==> config.mk <==
export PLATFORM = sky130hd
export DESIGN_NAME = rpi_iter
export DESIGN_NICKNAME = d
export VERILOG_FILES = /design/src/rtl/core/rpi_pkg.sv /design/src/rtl/core/rpi_iter.sv
export SDC_FILE = /design/constraint.sdc
export NUM_CORES = 1
export LEC_CHECK = 0
export ABC_CLOCK_PERIOD_IN_PS = 7000
export BUFFER_PORTS_ARGS = -buffer_cell sky130_fd_sc_hd__buf_4
export CAP_MARGIN = 20
export CELL_PAD_IN_SITES_DETAIL_PLACEMENT = 1
export CELL_PAD_IN_SITES_GLOBAL_PLACEMENT = 1
export CORE_AREA = 3 3 138 166
export DETAILED_ROUTE_END_ITERATION = 8
export DIE_AREA = 0 0 141 169
export PLACE_DENSITY = 0.75
export RECOVER_POWER = 50
export SKIP_CTS_REPAIR_TIMING = 1
export SYNTH_ARGS = -nofsm -noshare
export SYNTH_HDL_FRONTEND = slang
export SYNTH_SLANG_ARGS = --single-unit
export TNS_END_PERCENT = 100
==> constraint.sdc <==
create_clock -name i_clk -period 7 [get_ports i_clk]
set_input_delay 1.05 -clock i_clk [delete_from_list [all_inputs] [get_ports i_clk]]
set_output_delay 1.05 -clock i_clk [all_outputs]
set_load 0.005 [all_outputs]
==> src/rtl/core/rpi_pkg.sv <==
`default_nettype none

package rpi_pkg;

    localparam int POS_W     = 32;
    localparam int DT_W      = 20;
    localparam int CFG_W     = 48;
    localparam int CFG_IDX_W = 3;
    localparam int IN_DATA_W = 120;
    localparam int NUM_W     = 64;
    localparam int ROOT_W    = 32;

    localparam logic [CFG_IDX_W-1:0] CFG_START_X   = 3'd0;
    localparam logic [CFG_IDX_W-1:0] CFG_START_Y   = 3'd1;
    localparam logic [CFG_IDX_W-1:0] CFG_START_Z   = 3'd2;
    localparam logic [CFG_IDX_W-1:0] CFG_TOTAL     = 3'd3;
    localparam logic [CFG_IDX_W-1:0] CFG_RAMP      = 3'd4;
    localparam logic [CFG_IDX_W-1:0] CFG_GAIN      = 3'd5;
    localparam logic [CFG_IDX_W-1:0] CFG_INIT_PROG = 3'd6;

    localparam logic [1:0] PH_RISE   = 2'd0;
    localparam logic [1:0] PH_FALL   = 2'd1;
    localparam logic [1:0] PH_CRUISE = 2'd2;

    localparam logic OP_UPDATE = 1'b0;
    localparam logic OP_REVERT = 1'b1;

    typedef enum logic {
        ITER_SQRT,
        ITER_DIV
    } t_iter_mode;

    typedef struct packed {
        logic       start;
        t_iter_mode mode;
    } t_iter_ctl;

    typedef enum logic [3:0] {
        ST_IDLE,
        ST_REVERT,
        ST_DRV,
        ST_DRV_WAIT,
        ST_DIFF,
        ST_SQ,
        ST_SQRT,
        ST_SQRT_WAIT,
        ST_PICK,
        ST_DIV_WAIT,
        ST_LERP,
        ST_INC,
        ST_ACC,
        ST_OUT
    } t_state;

endpackage

`default_nettype wire

==> src/rtl/core/rpi_iter.sv <==
`default_nettype none

module rpi_iter #(
    parameter int FRAC_BITS = 16
) (
    input  wire                        i_clk,
    input  wire                        i_rst_n,
    input  rpi_pkg::t_iter_ctl         i_ctl,
    input  wire  [rpi_pkg::NUM_W-1:0]  i_num,
    input  wire  [rpi_pkg::ROOT_W-1:0] i_den,
    output logic                       o_done,
    output logic [rpi_pkg::ROOT_W-1:0] o_root
);
    import rpi_pkg::*;

    localparam int RW = 35;

    logic             r_busy;
    logic             r_done;
    logic [5:0]       r_cnt;
    t_iter_mode       r_mode;
    logic [NUM_W-1:0] r_rad;
    logic [33:0]      r_rem;
    logic [31:0]      r_q;
    logic [31:0]      r_den;

    logic [RW-1:0]    w_sh;
    logic [RW-1:0]    w_trial;
    logic [RW:0]      w_diff;
    logic             w_ge;

    // one shared subtract: sqrt remainder step or restoring divide step
    always_comb begin
        if (r_mode == ITER_SQRT) begin
            w_sh    = {r_rem[32:0], r_rad[NUM_W-1:NUM_W-2]};
            w_trial = {1'b0, r_q, 2'b01};
        end else begin
            w_sh    = {r_rem, 1'b0};
            w_trial = {3'b000, r_den};
        end
        w_diff = {1'b0, w_sh} - {1'b0, w_trial};
        w_ge   = ~w_diff[RW];
    end

    always_ff @(posedge i_clk) begin
        if (!i_rst_n) begin
            r_busy <= 1'b0;
            r_done <= 1'b0;
            r_cnt  <= '0;
        end else begin
            r_done <= 1'b0;
            if (i_ctl.start) begin
                r_busy <= 1'b1;
                r_cnt  <= (i_ctl.mode == ITER_SQRT) ? 6'd32 : 6'(FRAC_BITS);
            end else if (r_busy) begin
                r_cnt <= r_cnt - 6'd1;
                if (r_cnt == 6'd1) begin
                    r_busy <= 1'b0;
                    r_done <= 1'b1;
                end
            end
        end
    end

    always_ff @(posedge i_clk) begin
        if (i_ctl.start) begin
            r_mode <= i_ctl.mode;
            r_rad  <= i_num;
            r_rem  <= (i_ctl.mode == ITER_SQRT) ? 34'd0 : {2'b00, i_num[31:0]};
            r_q    <= '0;
            r_den  <= i_den;
        end else if (r_busy) begin
            r_rad <= {r_rad[NUM_W-3:0], 2'b00};
            r_rem <= w_ge ? w_diff[33:0] : w_sh[33:0];
            r_q   <= {r_q[30:0], w_ge};
        end
    end

    assign o_done = r_done;
    assign o_root = r_q;

endmodule

`default_nettype wire

==> flow_metrics.tcl <==
set metrics [dict create \
    dpl-instance-area_um2 10600 \
    yosysWarnings 0 \
    initial_core_util_pct 43.4 \
    async_reset_ff_share_pct 0 \
    area_growth_pct 19.6 \
    dieArea_um2 23800 \
    htreeDepth 4 \
    crit_arrival_ns 5.11 \
    rrSetupSlack_ns 2.43 \
    power.switching_w 0.00172 \
    numCtsBuffers 17 \
    crit_family "buffers and inverters" \
    synth.ff_latch_count 171 \
    internal_power_w 0.00268 \
    gp_congestion 0.859 \
    die_height_um 169 \
    slew_violations 121 \
    cts.sinks 171 \
    ios 133 \
    period_share_pct 70.1 \
    grt_use_met2_pct 35.2 \
    design_area_um2 11200 \
    grt_max_degree 80 \
    pwr-share-seq_pct 31.5 \
    cts_tree "yes" \
    ys_seq_area_share_pct 50.5 \
    drt.antenna.violating_nets 0 \
    synth-edff-count 131 \
    use_met1_pct 25.7 \
    leakage_nw 4.45 \
    final_common_cell "edfxtp_1" \
    wl_mm 24.0 \
    max_slew.worst_pin.slew_ns 4.04 \
    synth.largest_area_cell "edfxtp_1" \
    violations "max-capacitance violations, max-slew violations" \
    grt_pass1_vias 7155 \
    crit_type "in -> reg" \
    routed-via-count 6700 \
    grt_pass1_wl_mm 38.5 \
    wl_per_cell_um 20.0 \
    critPathMaxFanout 79 \
    synth_top_area_share_pct 41.9 \
    avgSynthCellArea_um2 11.6 \
    fillers 2282 \
    combPwrFrac_pct 45.8 \
    drt-vias-per-instance 5.56 \
    first_iter_violations 359 \
    synth_cell_types 60 \
    worst_ir_drop_vdd_mv 0.223 \
    fmax_mhz 204 \
    cts_root_buffer "clkbuf_16" \
    relSlewSlack_pct -169 \
    crit_required_ns 7.20 \
    skew_ns 0.00935 \
    clk_latency_ns 0.44 \
    diodes 0 \
    cp_cell_sequence "buf_6 > clkbuf_1 > a21oi_1 > a22oi_1" \
    rsz0062_at_grt "false" \
    layout_common_cells "edfxtp_1, mux2_2, mux2i_1" \
    synthTopCellsByArea "edfxtp_1, mux2_2, dfxtp_1" \
    hold_path_class "reg -> reg" \
    slowest_stage "clkbuf_1" \
    dp_hpwl_mm 17.0 \
    crit_path_start_kind "input pin" \
    path_buf_inv 2 \
    overflow 0 \
    clk_pin_slew_ns 0.07 \
    run_status "finished with violations" \
    core_um2 21600 \
    synth_cells 806 \
    cap_violations 2 \
    busiest_layer "met2" \
    synth.cell_area_um2 9380 \
    swShare_pct 39.1 \
    portBuffers 132 \
    p_per_area_nw_per_um2 392 \
    period_minus_slack_ns 4.91 \
    antenna_found_initial 1 \
    max_stage_delay_ns 2.86 \
    tns_ns 0 \
    die_x_um 141 \
    dr.pass1.iters 5 \
    clk_path_buf_depth 2 \
    clkPwrFrac_pct 22.7 \
    fp-row-count 59 \
    hold_viol_final 0 \
    drc 0 \
    ys.flop_type "edfxtp_1" \
    utilization_pct 51.9 \
    gr-usage-all-layers_pct 20.4 \
    syn_nets 942 \
    final_nets 1054 \
    final-setup-viol-count 0 \
    endpoint_kind "flop" \
    grtUsageMet3_pct 4.01 \
    layout-drive-gt1-share_pct 29.1 \
]
[sequential cells by signal, indices dropped and copies added (netlist names)]
register,flops
o_done,1
o_root,32
r_busy,1
r_cnt,6
r_den,32
r_mode,1
r_rad,64
r_rem,34
[worst paths after layout]
path	start	end	cells past startpoint
worst min register to register	r_cnt[1]	r_cnt[1]	2
worst min-delay path	r_cnt[1]	r_cnt[1]	2
worst max register to register	r_busy	r_rem[3]	4
worst max-delay path	i_ctl[1]	r_rem[22]	4
[logic make-up after synthesis]
| logic type | after synthesis | share of synthesized area, % |
|---|---|---|
| buf+inv | 60 | 2.80 |
| fa+ha+maj | 36 | 4.88 |
| mux | 167 | 19.1 |
| flops | 171 | 50.5 |
| xor+xnor | 34 | 3.17 |
| simple gates | 190 | 9.24 |
| compound gates | 148 | 10.4 |
[layout make-up]
class	count	area, um2	share of cell area, %
clock buffer	17	425	3.79
clock inverter	15	196	1.75
inverter	13	48.8	0.435
multi-input combinational	575	4400	39.2
timing repair buffer	140	1080	9.59
tap	274	343	3.05
sequential	171	4740	42.2
[synth_stat cells (4+ instances only)]
| library cell | number |
|---|---|
| xnor2_1 | 20 |
| clkbuf_1 | 26 |
| mux2_2 | 95 |
| nand3_1 | 19 |
| mux2i_1 | 72 |
| ha_1 | 35 |
| xor2_1 | 14 |
| and3_1 | 4 |
| and2_1 | 9 |
| o21a_1 | 6 |
| buf_2 | 9 |
| a32oi_1 | 7 |
| nor2_1 | 54 |
| a21o_1 | 13 |
| inv_1 | 13 |
| nand2_1 | 66 |
| nand4_1 | 9 |
| a21oi_1 | 45 |
| buf_1 | 7 |
| o21ai_1 | 14 |
| edfxtp_1 | 131 |
| nor3_1 | 11 |
| dfxtp_1 | 40 |
| a211oi_1 | 4 |
| nand2b_1 | 4 |
| o21ai_0 | 14 |
| o211ai_1 | 14 |
| a31oi_1 | 4 |
[tightest hold or removal path: stages, from the launching register on]
cell and delay, ns:
dfxtp_1 0.33, nor2_1 0.10, a211oi_1 0.05
[metrics by stage]
| step | hold slack (ns) | power (W) | std cells | setup WS [ns] |
|---|---|---|---|---|
| final | 0.525 | 0.00440 | 1205 | 2.09 |
| after global routing | 0.550 | 0.00468 | 1205 | 1.60 |
| after CTS | 0.538 | 0.00439 | 1203 | 2.43 |
| after detailed placement | 0.527 | 0.00335 | 1171 | 2.50 |
| after global placement | 0.490 | 0.00330 | 1171 | 2.64 |
| after floorplan | 0.469 | 0.00288 | 806 | 2.82 |
[power groups by stage]
stage                     registers, W  clock network (W)  logic (W)
after floorplan                0.00137                  0    0.00151
after global placement         0.00140                  0    0.00190
after detailed placement       0.00141                  0    0.00195
after CTS                      0.00139            0.00102    0.00198
after global routing           0.00141            0.00107    0.00221
final                          0.00139           0.000998    0.00202
[per-layer routing]
metal  wire length, um  part of all wire, %
met1             10300                   43
met2             12200                   51
met3              1090                  4.5
met4               524                  2.2
met5                 0                    0
(Power assumes the default switching activity.)
